--- src/design/hcbd_pkg.sv ---
package hcbd_pkg;

  localparam logic [7:0] CharCr = 8'h0d;
  localparam logic [7:0] CharLf = 8'h0a;

  localparam logic [2:0] CauseClean  = 3'd0;
  localparam logic [2:0] CauseZero   = 3'd1;
  localparam logic [2:0] CauseBad    = 3'd2;
  localparam logic [2:0] CauseTrunc  = 3'd3;
  localparam logic [2:0] CauseUnterm = 3'd4;

  typedef struct packed {
    logic [7:0] body_byte;
    logic       final_byte;
  } in_item_t;

  typedef struct packed {
    logic [7:0] payload_byte;
    logic       payload_valid;
    logic       body_done;
    logic [2:0] stop_cause;
    logic       none_decoded;
  } out_item_t;

  typedef struct packed {
    logic       ok;
    logic [3:0] value;
  } hex_digit_t;

  function automatic hex_digit_t hex_decode(input logic [7:0] c);
    hex_digit_t h;
    h.ok    = 1'b1;
    h.value = 4'd0;
    if (c inside {[8'h30:8'h39]}) begin
      h.value = 4'(c - 8'h30);
    end else if (c inside {[8'h61:8'h66]}) begin
      h.value = 4'(c - 8'h57);
    end else if (c inside {[8'h41:8'h46]}) begin
      h.value = 4'(c - 8'h37);
    end else begin
      h.ok = 1'b0;
    end
    return h;
  endfunction

endpackage

--- src/design/hcbd_in_if.sv ---
interface hcbd_in_if;
  logic               valid;
  logic               ready;
  hcbd_pkg::in_item_t data;

  modport source (output valid, output data, input ready);
  modport sink (input valid, input data, output ready);
endinterface

--- src/design/hcbd_out_if.sv ---
interface hcbd_out_if;
  logic                valid;
  logic                ready;
  hcbd_pkg::out_item_t data;

  modport source (output valid, output data, input ready);
  modport sink (input valid, input data, output ready);
endinterface

--- src/design/hcbd_core.sv ---
module hcbd_core #(
  parameter int SizeBits = 31
) (
  input  logic                clk_i,
  input  logic                rst_ni,
  input  logic                fire_i,
  input  hcbd_pkg::in_item_t  item_i,
  output logic                res_valid_o,
  output hcbd_pkg::out_item_t res_o
);
  import hcbd_pkg::*;

  localparam logic [1:0] PhSize = 2'd0;
  localparam logic [1:0] PhData = 2'd1;
  localparam logic [1:0] PhSkip = 2'd2;
  localparam logic [1:0] PhStop = 2'd3;

  logic [1:0]          phase_q, phase_d;
  logic [SizeBits-1:0] accum_q, accum_d;
  logic                has_digit_q, has_digit_d;
  logic                line_bad_q, line_bad_d;
  logic                pending_cr_q, pending_cr_d;
  logic [SizeBits-1:0] left_q, left_d;
  logic                chunk_seen_q, chunk_seen_d;
  logic [2:0]          reason_q, reason_d;

  logic       pass;
  logic [2:0] cause;
  hex_digit_t hex;
  logic [7:0] c;

  assign c   = item_i.body_byte;
  assign hex = hex_decode(c);

  always_comb begin
    phase_d      = phase_q;
    accum_d      = accum_q;
    has_digit_d  = has_digit_q;
    line_bad_d   = line_bad_q;
    pending_cr_d = pending_cr_q;
    left_d       = left_q;
    chunk_seen_d = chunk_seen_q;
    reason_d     = reason_q;
    pass         = 1'b0;
    case (phase_q)
      PhSize: begin
        if (pending_cr_q && c == CharLf) begin
          if (line_bad_q || !has_digit_q) begin
            phase_d  = PhStop;
            reason_d = CauseBad;
          end else if (accum_q == '0) begin
            phase_d  = PhStop;
            reason_d = CauseZero;
          end else begin
            phase_d = PhData;
            left_d  = accum_q;
          end
          accum_d      = '0;
          has_digit_d  = 1'b0;
          line_bad_d   = 1'b0;
          pending_cr_d = 1'b0;
        end else begin
          line_bad_d = line_bad_q | pending_cr_q;
          if (c == CharCr) begin
            pending_cr_d = 1'b1;
          end else begin
            pending_cr_d = 1'b0;
            if (!hex.ok) begin
              line_bad_d = 1'b1;
            end else begin
              has_digit_d = 1'b1;
              if (!line_bad_d) begin
                // one more digit fits only while the top nibble is clear
                if (accum_q[SizeBits-1 -: 4] != 4'd0) begin
                  line_bad_d = 1'b1;
                end else begin
                  accum_d = {accum_q[SizeBits-5:0], hex.value};
                end
              end
            end
          end
        end
      end
      PhData: begin
        pass = 1'b1;
        if (left_q != '0) left_d = left_q - SizeBits'(1);
        if (left_d == '0) begin
          chunk_seen_d = 1'b1;
          phase_d      = PhSkip;
          left_d       = SizeBits'(2);
        end
      end
      PhSkip: begin
        if (left_q != '0) left_d = left_q - SizeBits'(1);
        if (left_d == '0) begin
          phase_d      = PhSize;
          accum_d      = '0;
          has_digit_d  = 1'b0;
          line_bad_d   = 1'b0;
          pending_cr_d = 1'b0;
        end
      end
      default: begin
      end
    endcase
  end

  always_comb begin
    cause = CauseClean;
    if (item_i.final_byte) begin
      if (phase_d == PhStop) cause = reason_d;
      else if (phase_d == PhData) cause = CauseTrunc;
      else if (phase_d == PhSize && (has_digit_d || line_bad_d || pending_cr_d))
        cause = CauseUnterm;
    end
  end

  assign res_valid_o         = pass | item_i.final_byte;
  assign res_o.payload_byte  = pass ? c : 8'd0;
  assign res_o.payload_valid = pass;
  assign res_o.body_done     = item_i.final_byte;
  assign res_o.stop_cause    = cause;
  assign res_o.none_decoded  = item_i.final_byte & ~chunk_seen_d;

  always_ff @(posedge clk_i or negedge rst_ni) begin
    if (!rst_ni) begin
      phase_q      <= PhSize;
      accum_q      <= '0;
      has_digit_q  <= 1'b0;
      line_bad_q   <= 1'b0;
      pending_cr_q <= 1'b0;
      left_q       <= '0;
      chunk_seen_q <= 1'b0;
      reason_q     <= CauseClean;
    end else if (fire_i) begin
      if (item_i.final_byte) begin
        // the final byte closes the body, next byte starts a fresh one
        phase_q      <= PhSize;
        accum_q      <= '0;
        has_digit_q  <= 1'b0;
        line_bad_q   <= 1'b0;
        pending_cr_q <= 1'b0;
        left_q       <= '0;
        chunk_seen_q <= 1'b0;
        reason_q     <= CauseClean;
      end else begin
        phase_q      <= phase_d;
        accum_q      <= accum_d;
        has_digit_q  <= has_digit_d;
        line_bad_q   <= line_bad_d;
        pending_cr_q <= pending_cr_d;
        left_q       <= left_d;
        chunk_seen_q <= chunk_seen_d;
        reason_q     <= reason_d;
      end
    end
  end

  a_data_nonzero_left: assert property (@(posedge clk_i) disable iff (!rst_ni)
    phase_q == PhData |-> left_q != '0)
    else $error("data phase entered with no bytes left");

  a_skip_short: assert property (@(posedge clk_i) disable iff (!rst_ni)
    phase_q == PhSkip |-> (left_q == SizeBits'(1) || left_q == SizeBits'(2)))
    else $error("skip count out of range");

  a_stop_reason: assert property (@(posedge clk_i) disable iff (!rst_ni)
    phase_q == PhStop |-> (reason_q == CauseBad || reason_q == CauseZero))
    else $error("stopped without a stop reason");

endmodule

--- src/design/http_chunked_body_decoder.sv ---
// Chunked body decoder: strips HTTP chunked framing from a stream of body bytes,
// one byte per transaction. Each accepted byte is held in an input register and
// decoded from that register against the framing state; chunk data bytes and the
// final byte of a body each produce one result, other framing bytes produce none.
// A new byte is accepted every cycle while no back-pressure holds the input;
// the output register lets a waiting result sit while the next byte is taken, and
// back-pressure reaches the input only when a result-producing byte meets a full,
// stalled output. The final result reports the stop cause and whether no chunk
// was completed, and the decoder then returns to its reset state for a new body.
module http_chunked_body_decoder #(
  parameter int SIZE_BITS = 31
) (
  input  logic clk_i,
  input  logic rst_ni,
  hcbd_in_if.sink    in_i,
  hcbd_out_if.source out_o
);
  import hcbd_pkg::*;

  logic      s1_valid_q;
  in_item_t  s1_item_q;
  logic      out_valid_q;
  out_item_t out_item_q;

  logic      res_valid;
  out_item_t res;
  logic      s1_fire;
  logic      out_load;

  assign s1_fire   = s1_valid_q & (~res_valid | ~out_valid_q | out_o.ready);
  assign out_load  = s1_fire & res_valid;
  assign in_i.ready = ~s1_valid_q | s1_fire;

  always_ff @(posedge clk_i or negedge rst_ni) begin
    if (!rst_ni) begin
      s1_valid_q <= 1'b0;
    end else if (in_i.ready) begin
      s1_valid_q <= in_i.valid;
    end
  end

  always_ff @(posedge clk_i) begin
    if (in_i.ready && in_i.valid) s1_item_q <= in_i.data;
  end

  hcbd_core #(
    .SizeBits(SIZE_BITS)
  ) u_core (
    .clk_i      (clk_i),
    .rst_ni     (rst_ni),
    .fire_i     (s1_fire),
    .item_i     (s1_item_q),
    .res_valid_o(res_valid),
    .res_o      (res)
  );

  always_ff @(posedge clk_i or negedge rst_ni) begin
    if (!rst_ni) begin
      out_valid_q <= 1'b0;
    end else if (out_load) begin
      out_valid_q <= 1'b1;
    end else if (out_o.ready) begin
      out_valid_q <= 1'b0;
    end
  end

  always_ff @(posedge clk_i) begin
    if (out_load) out_item_q <= res;
  end

  assign out_o.valid = out_valid_q;
  assign out_o.data  = out_item_q;

  a_empty_ready: assert property (@(posedge clk_i) disable iff (!rst_ni)
    !s1_valid_q |-> in_i.ready)
    else $error("input stalled with an empty input register");

  a_no_overwrite: assert property (@(posedge clk_i) disable iff (!rst_ni)
    out_load |-> (!out_valid_q || out_o.ready))
    else $error("result register overwritten before its transaction");

  a_result_reason: assert property (@(posedge clk_i) disable iff (!rst_ni)
    out_valid_q |-> (out_item_q.payload_valid || out_item_q.body_done))
    else $error("result carries neither data nor body end");

  a_mid_body_clean: assert property (@(posedge clk_i) disable iff (!rst_ni)
    (out_valid_q && !out_item_q.body_done) |->
      (out_item_q.stop_cause == CauseClean && !out_item_q.none_decoded))
    else $error("end status reported before body end");

endmodule

--- src/flat_wrapper.sv ---
// flat-port wrapper written by rule: the top's interface ports become plain ports
module http_chunked_body_decoder_flat import hcbd_pkg::*;
#(
  parameter int SIZE_BITS = 31
)
  (clk_i, rst_ni, in_i_valid, in_i_data, in_i_ready, out_o_valid, out_o_data, out_o_ready);
  hcbd_in_if in_i_i ();
  hcbd_out_if out_o_i ();
  input  logic clk_i;
  input  logic rst_ni;
  input wire logic [$bits(in_i_i.valid)-1:0] in_i_valid;
  input wire logic [$bits(in_i_i.data)-1:0] in_i_data;
  output wire logic [$bits(in_i_i.ready)-1:0] in_i_ready;
  output wire logic [$bits(out_o_i.valid)-1:0] out_o_valid;
  output wire logic [$bits(out_o_i.data)-1:0] out_o_data;
  input wire logic [$bits(out_o_i.ready)-1:0] out_o_ready;
  assign in_i_i.valid = in_i_valid;
  assign in_i_i.data = in_i_data;
  assign in_i_ready = in_i_i.ready;
  assign out_o_valid = out_o_i.valid;
  assign out_o_data = out_o_i.data;
  assign out_o_i.ready = out_o_ready;
  http_chunked_body_decoder #(.SIZE_BITS(SIZE_BITS)) u_core (.clk_i(clk_i), .rst_ni(rst_ni), .in_i(in_i_i), .out_o(out_o_i));
endmodule
--- config.mk ---
export PLATFORM = sky130hd
export DESIGN_NAME = http_chunked_body_decoder_flat
export DESIGN_NICKNAME = d
export VERILOG_FILES = /design/src/design/hcbd_pkg.sv /design/src/design/hcbd_in_if.sv /design/src/design/hcbd_out_if.sv /design/src/design/hcbd_core.sv /design/src/design/http_chunked_body_decoder.sv /design/src/flat_wrapper.sv
export SDC_FILE = /design/constraint.sdc
export NUM_CORES = 1
export LEC_CHECK = 0
export ABC_AREA = 1
export BUFFER_PORTS_ARGS = -buffer_cell sky130_fd_sc_hd__buf_2
export CORE_AREA = 2 2 113 115
export DETAILED_ROUTE_END_ITERATION = 6
export DIE_AREA = 0 0 115 117
export GPL_TIMING_DRIVEN = 0
export HOLD_SLACK_MARGIN = 0.03
export PLACE_DENSITY = 0.66
export SLEW_MARGIN = 15
export SYNTH_ARGS = -nofsm -noshare
export SYNTH_HDL_FRONTEND = slang
export SYNTH_SLANG_ARGS = --single-unit
--- constraint.sdc ---
create_clock -name clk_i -period 5.2 [get_ports clk_i]
set_input_delay 1.3 -clock clk_i [delete_from_list [all_inputs] [get_ports clk_i]]
set_output_delay 1.3 -clock clk_i [all_outputs]
set_load 0.02 [all_outputs]
==> results of run 1 <==
[cells in the mapped netlist (12+ instances only)]
cell type / number
a21oi_1: 28
nor2_2: 12
nand2_1: 200
nand4_1: 14
inv_1: 105
nand3_1: 64
clkbuf_1: 20
nor2_1: 85
edfxtp_1: 23
o21ai_0: 85
o211ai_1: 27
dfrtp_1: 73
[layer usage]
metal	part of all wire	global-route usage	vias up
met5	0	0	-
met4	0.029	0.112	0
met3	0.068	0.0314	39
met2	0.45	0.405	202
met1	0.45	0.376	2696
li1	-	-	2788
[power breakdown]
| part | switching (mW) | internal (mW) |
|---|---|---|
| registers | 0.0267 | 0.802 |
| logic | 0.705 | 0.310 |
| clock network | 0.298 | 0.378 |
| total | 1.03 | 1.49 |
[worst max-delay path by stage]
stage / start / to / depth (start not counted)
after global routing: u_core.u_core.phase_q[1] / u_core.u_core.left_q[20] / 13
after detailed placement: out_o_ready / u_core.u_core.left_q[20] / 10
after global placement: out_o_ready / u_core.u_core.left_q[24] / 10
final: u_core.u_core.phase_q[1] / u_core.u_core.left_q[20] / 13
after floorplan: out_o_ready / in_i_ready / 2
after CTS: u_core.u_core.phase_q[1] / u_core.u_core.left_q[20] / 13
[flip-flops by register name, summed over array words and instances, names as in the netlist, 2 cells and up]
signal,flops
u_core.u_core.accum_q,31
u_core.u_core.left_q,31
u_core.out_o.data,14
u_core.s1_item_q,9
u_core.u_core.reason_q,3
u_core.u_core.phase_q,2
[area by class of cell]
type                       count  area [sq um]
clock buffer                  11           233
inverter                     110           418
clock inverter                 5          63.8
sequential                    96          2520
multi-input combinational    582          2870
timing repair buffer          29           170
fill                        1196          5690
tap                          150           188
buffer                        29           156
[logic make-up (layout without fill, tap and decap cells)]
kind of cell    after synthesis  count (layout)  share of synthesized area
simple gates                396             396                      0.289
compound gates              169             169                      0.162
buf+inv                     139             184                     0.0963
flops                        96              96                      0.422
fa+ha+maj                    10              10                     0.0210
xor+xnor                      7               7                     0.0103
==> metrics.yaml, run 1 <==
grt_pass1_vias: 5332
synth.area.top_cells: "dfrtp_1 31%, nand2_1 13%, edfxtp_1 12%"
cp.arrival_ns: 3.94
regToRegSetupSlack_ns: 1.52
critical_path.max_stage_delay_ns: 0.62
grt_pass1_wl_microns: 27300
area_delta_synth_final_pct: 11.0
hold_end: "u_core.out_o.data[4]"
synth_edf_count: 23
place_area_sq_um: 6320
cts_root_buffer: "clkbuf_16"
cp-start-kind: "flip-flop"
yosysSeqAreaShare: 0.422
holdBufCountCts: 0
finalCritPeriodShare: 0.707
layout_common_cells: "200 x nand2_1, 105 x inv_1, 85 x nor2_1, 85 x o21ai_0, 73 x dfrtp_1"
reg2regPathDepth: 13
drc: 0
cap_violations: 0
die_area_sq_um: 13500
firstDrtPassIters: 6
vias_per_cell: 5.66
syn_avg_cell_area_sq_um: 7.30
yosysTopAreaCellShare: 0.306
ys_seq_elements: 96
fin_crit_ns: 3.68
fin_skew_ns: 0.00941
dp.cells: 996
end_kind: "flip-flop"
ys_types: 39
synthCells: 817
port_buffers: 28
numClockSinks: 96
antenna_found_initial: 0
crit_required_ns: 5.47
stdcell_count: 1012
hold_path_depth: 0
leakagePower_nw: 3.32
rows: 41
insertion_delay_ns: 0.35
min_from: "u_core.s1_item_q[0]"
crit_path_max_fanout: 10
nNetsFinal: 880
tritoncts: "yes"
async_reset_ff_frac: 0.760
dp_hpwl_microns: 13300
power_mw: 2.52
track_usage: 0.263
status: "completed"
yosysTopAreaCell: "dfrtp_1"
max_freq_mhz: 272
setup_viol: 0
htree_levels: 3
holdWs_ns: 0.466
routed_wl_microns: 17000
antenna_cells: 0
numCtsBuffers: 9
finalWorstSetupSlack_ns: 1.52
via_count: 5725
finalHoldViolations: 0
worst_slew_pin_slew_ns: 0.653
worstHoldPathType: "reg -> reg"
r2r_end: "u_core.u_core.left_q[20]"
final.setup.tns_ns: 0
synth_warnings: 0
rsz0062_at_grt: "no"
drt_iter0_drc: 477
final_max_slew_viol_count: 0
overflow: 0
cts.repair.resized: 0
place_ws_ns: 1.51
die_h_microns: 117
cts_max_path_buffers: 2
drive_gt1_frac: 0.0835
cpLargestDelayFamily: "simple AND/OR/NAND/NOR gates"
cp_cell_sequence: "inv_1 > ha_1 > clkbuf_1 > nor2_1 > nor3_1 > nor2_1 > inv_1 > nor4_4 > nand2_1 > clkbuf_1 > a21oi_1 > o21ai_0 > o21ai_0"
path_clk_slew_ns: 0.07
routabilityCongestion: 0.980
core_area_sq_um: 12300
path_buf_inv: 4
grt_max_degree: 56
slew_headroom: 0.562
vdd_ir_drop_max_mv: 0.205
ant_nets: 0
syn-num-nets: 840
start_util: 0.485
final_common_cell: "nand2_1"
synth-main-ff-cell: "dfrtp_1"
drt-wirelength-per-cell_microns: 16.8
power_density_nw_per_um2: 381
die_x_microns: 115
design_area_sq_um: 6620
r2r-start: "u_core.u_core.phase_q[1]"
cp_slowest_cell: "nor4_4"
path_class: "reg -> reg"
final_core_util: 0.538
syn_area_sq_um: 5970
ios: 29
cts_setup_buffers: 0
Power figures use the tool's default switching activity.
==> run 2: changes to the inputs <==
--- a/config.mk
+++ b/config.mk
@@ -12,7 +12,7 @@
 export DIE_AREA = 0 0 115 117
 export GPL_TIMING_DRIVEN = 0
 export HOLD_SLACK_MARGIN = 0.03
-export PLACE_DENSITY = 0.66
+export PLACE_DENSITY = 0.68
 export SLEW_MARGIN = 15
 export SYNTH_ARGS = -nofsm -noshare
 export SYNTH_HDL_FRONTEND = slang
==> constraint.sdc (replaced) <==
create_clock -name clk_i -period 3.1 [get_ports clk_i]
set_input_delay 0.775 -clock clk_i [delete_from_list [all_inputs] [get_ports clk_i]]
set_output_delay 0.775 -clock clk_i [all_outputs]
set_load 0.02 [all_outputs]
==> run 2 against run 1 <==
Total power up 68%. Critical path depth rose by 3. Register-to-register slack lost 1.3 ns. Clock power up 69%. Via count decreased by 1.5%. Core utilization increased by 0.34 points. Setup slack lost 1.3 ns. Worst hold slack worse by 0.15 ns. Largest cell class unchanged.
==> metrics.yaml, run 2 (synthesis gave the netlist of run 1 again) <==
worst_slew_pin_slew_ns: 0.660  # +0.00757 ns
multi_input_area_sq_um: 2910  # +1.2%
slew_headroom: 0.557  # -0.00508
routed_wl_microns: 17200  # +0.97%
drt_iter0_drc: 439  # -8.0%
cap_violations: 0  # unchanged
antenna_found_initial: 0  # unchanged
insertion_delay_ns: 0.36  # about the same
numClockSinks: 96  # unchanged
die_h_microns: 117  # unchanged
ff_latch_area_sq_um: 2520  # unchanged
setup_viol: 0  # unchanged
cp-start-kind: "flip-flop"
place_ws_ns: -0.511  # -2.02 ns
layout_common_cells: "199 x nand2_1, 105 x inv_1, 83 x o21ai_0"
ios: 29  # unchanged
dp.cells: 996  # unchanged
drive_gt1_frac: 0.0951  # +0.0116
fin_skew_ns: 0.00849  # -0.000916 ns
cts_root_buffer: "clkbuf_16"
rsz0062_at_grt: "no"
overflow: 0  # unchanged
status: "completed"
grt_max_degree: 52  # -7.1%
vias_per_cell: 5.57  # -1.5%
numCtsBuffers: 9  # unchanged
final_core_util: 0.541  # +0.00335
port_buffers: 28  # unchanged
antenna_cells: 0  # unchanged
routabilityCongestion: 0.970  # -0.99%
holdWs_ns: 0.313  # -0.153 ns
die_area_sq_um: 13500  # unchanged
via_count: 5638  # -1.5%
finalHoldViolations: 0  # unchanged
crit_path_max_fanout: 7  # -3
grt_pass1_vias: 5172  # -3.0%
htree_levels: 3  # unchanged
path_class: "reg -> reg"
track_usage: 0.267  # +0.00478
final.setup.tns_ns: 0  # unchanged
power_density_nw_per_um2: 635  # +67%
finalCritPeriodShare: 0.938  # +0.231
fin_crit_ns: 2.91  # -0.767 ns
ant_nets: 0  # unchanged
drc: 0  # unchanged
rows: 41  # unchanged
crit_required_ns: 3.21  # -2.26 ns
nNetsFinal: 880  # unchanged
grt_pass1_wl_microns: 27300  # unchanged
drt-wirelength-per-cell_microns: 17.0  # +0.97%
dp_hpwl_microns: 13800  # +3.2%
firstDrtPassIters: 5  # -1
path_clk_slew_ns: 0.07  # about the same
worstHoldPathType: "in -> async"
area_delta_synth_final_pct: 11.7
tritoncts: "yes"
core_area_sq_um: 12300  # unchanged
max_freq_mhz: 344  # +26%
start_util: 0.485  # unchanged
final_max_slew_viol_count: 0  # unchanged
stdcell_count: 1012  # unchanged
fillers: 1212  # +1.3%
cts_max_path_buffers: 2  # unchanged
die_x_microns: 115  # unchanged
end_kind: "flip-flop"
cp.arrival_ns: 3.02  # -0.92 ns
finalWorstSetupSlack_ns: 0.191  # -1.33 ns
vdd_ir_drop_max_mv: 0.304  # +48%
leakagePower_nw: 3.33  # +0.57%
final_common_cell: "nand2_1"
[run 2: changes by cell type in the layout (fill, tap and decap cells not counted), moves of 2 or more]
cell	delta
clkbuf_1	-3
clkinv_2	+3
inv_6	-2
nor2_1	-4
nor2_2	+2
nor2_4	+2
o21ai_0	-2
o21ai_1	+2
[run 2: path summary, 6_finish.rpt]
check | from | to | slack, ns | cells after the start
setup reg to reg | u_core.u_core.left_q[2] | u_core.out_o.data[1] | 0.19 | 16
min in group clk_i | u_core.s1_item_q[0] | u_core.out_o.data[4] | 0.45 | 0
hold reg to reg | u_core.s1_item_q[0] | u_core.out_o.data[4] | 0.45 | 0
setup / recovery | u_core.u_core.left_q[2] | u_core.out_o.data[1] | 0.19 | 16
max in group asynchronous | rst_ni | u_core.u_core.left_q[3] | 2.20 | 2
hold / removal | rst_ni | u_core.u_core.left_q[22] | 0.31 | 1
[run 2: area by class of cell]
type / count / area share
plain buffers: 28 / 0.0231
clock buffers: 10 / 0.0344
clock inverters: 6 / 0.0101
inverters: 110 / 0.0629
multi-input cells: 582 / 0.437
flip-flops and latches: 96 / 0.378
well taps: 150 / 0.0282
repair buffers: 30 / 0.0267
[run 2: report_power, final]
part	internal, mW	total (mW)	switching [mW]
sequential	1.35	1.39	0.0452
clock	0.630	1.14	0.507
combinational	0.531	1.70	1.17
total	2.51	4.23	1.72
[run 2: what timing repair did]
action                     in CTS  in global routing
setup endpoints to repair      60                 60
hold buffers                    0                  0
resized for setup               5                  8
pin swaps                       1                  0
setup buffers                   1                  0
[run 2: critical path, cell delays in order (launching register included)]
cell and delay, ns:
dfrtp_1 0.46, nor2_1 0.26, nand3_1 0.23, nor2_2 0.24
nand3_1 0.09, nand2_1 0.07, nand2_1 0.09, o21ai_0 0.19
nand3_1 0.09, nor2_1 0.19, nand3_4 0.18, nand2_1 0.11
nand2_1 0.06, nand2_1 0.10, nand2_1 0.10, o21ai_0 0.16
inv_1 0.05
[run 2: layer usage]
| metal | wire length, microns | vias up | GRT usage | part of all wire |
|---|---|---|---|---|
| li1 | - | 2789 | - | - |
| met1 | 8290 | 2640 | 0.401 | 0.48 |
| met2 | 7430 | 176 | 0.395 | 0.43 |
| met3 | 977 | 33 | 0.0330 | 0.057 |
| met4 | 511 | 0 | 0.103 | 0.030 |
| met5 | 0 | - | 0 | 0 |
[run 2: metrics by stage]
stage / cell area [sq um] / total power, mW
2_1_floorplan: 5970 / 2.63
3_3_place_gp: 6290 / 3.04
3_5_place_dp: 6320 / 3.06
4_1_cts: 6640 / 4.21
5_1_grt: 6660 / 4.51
6_report: 6660 / 4.23
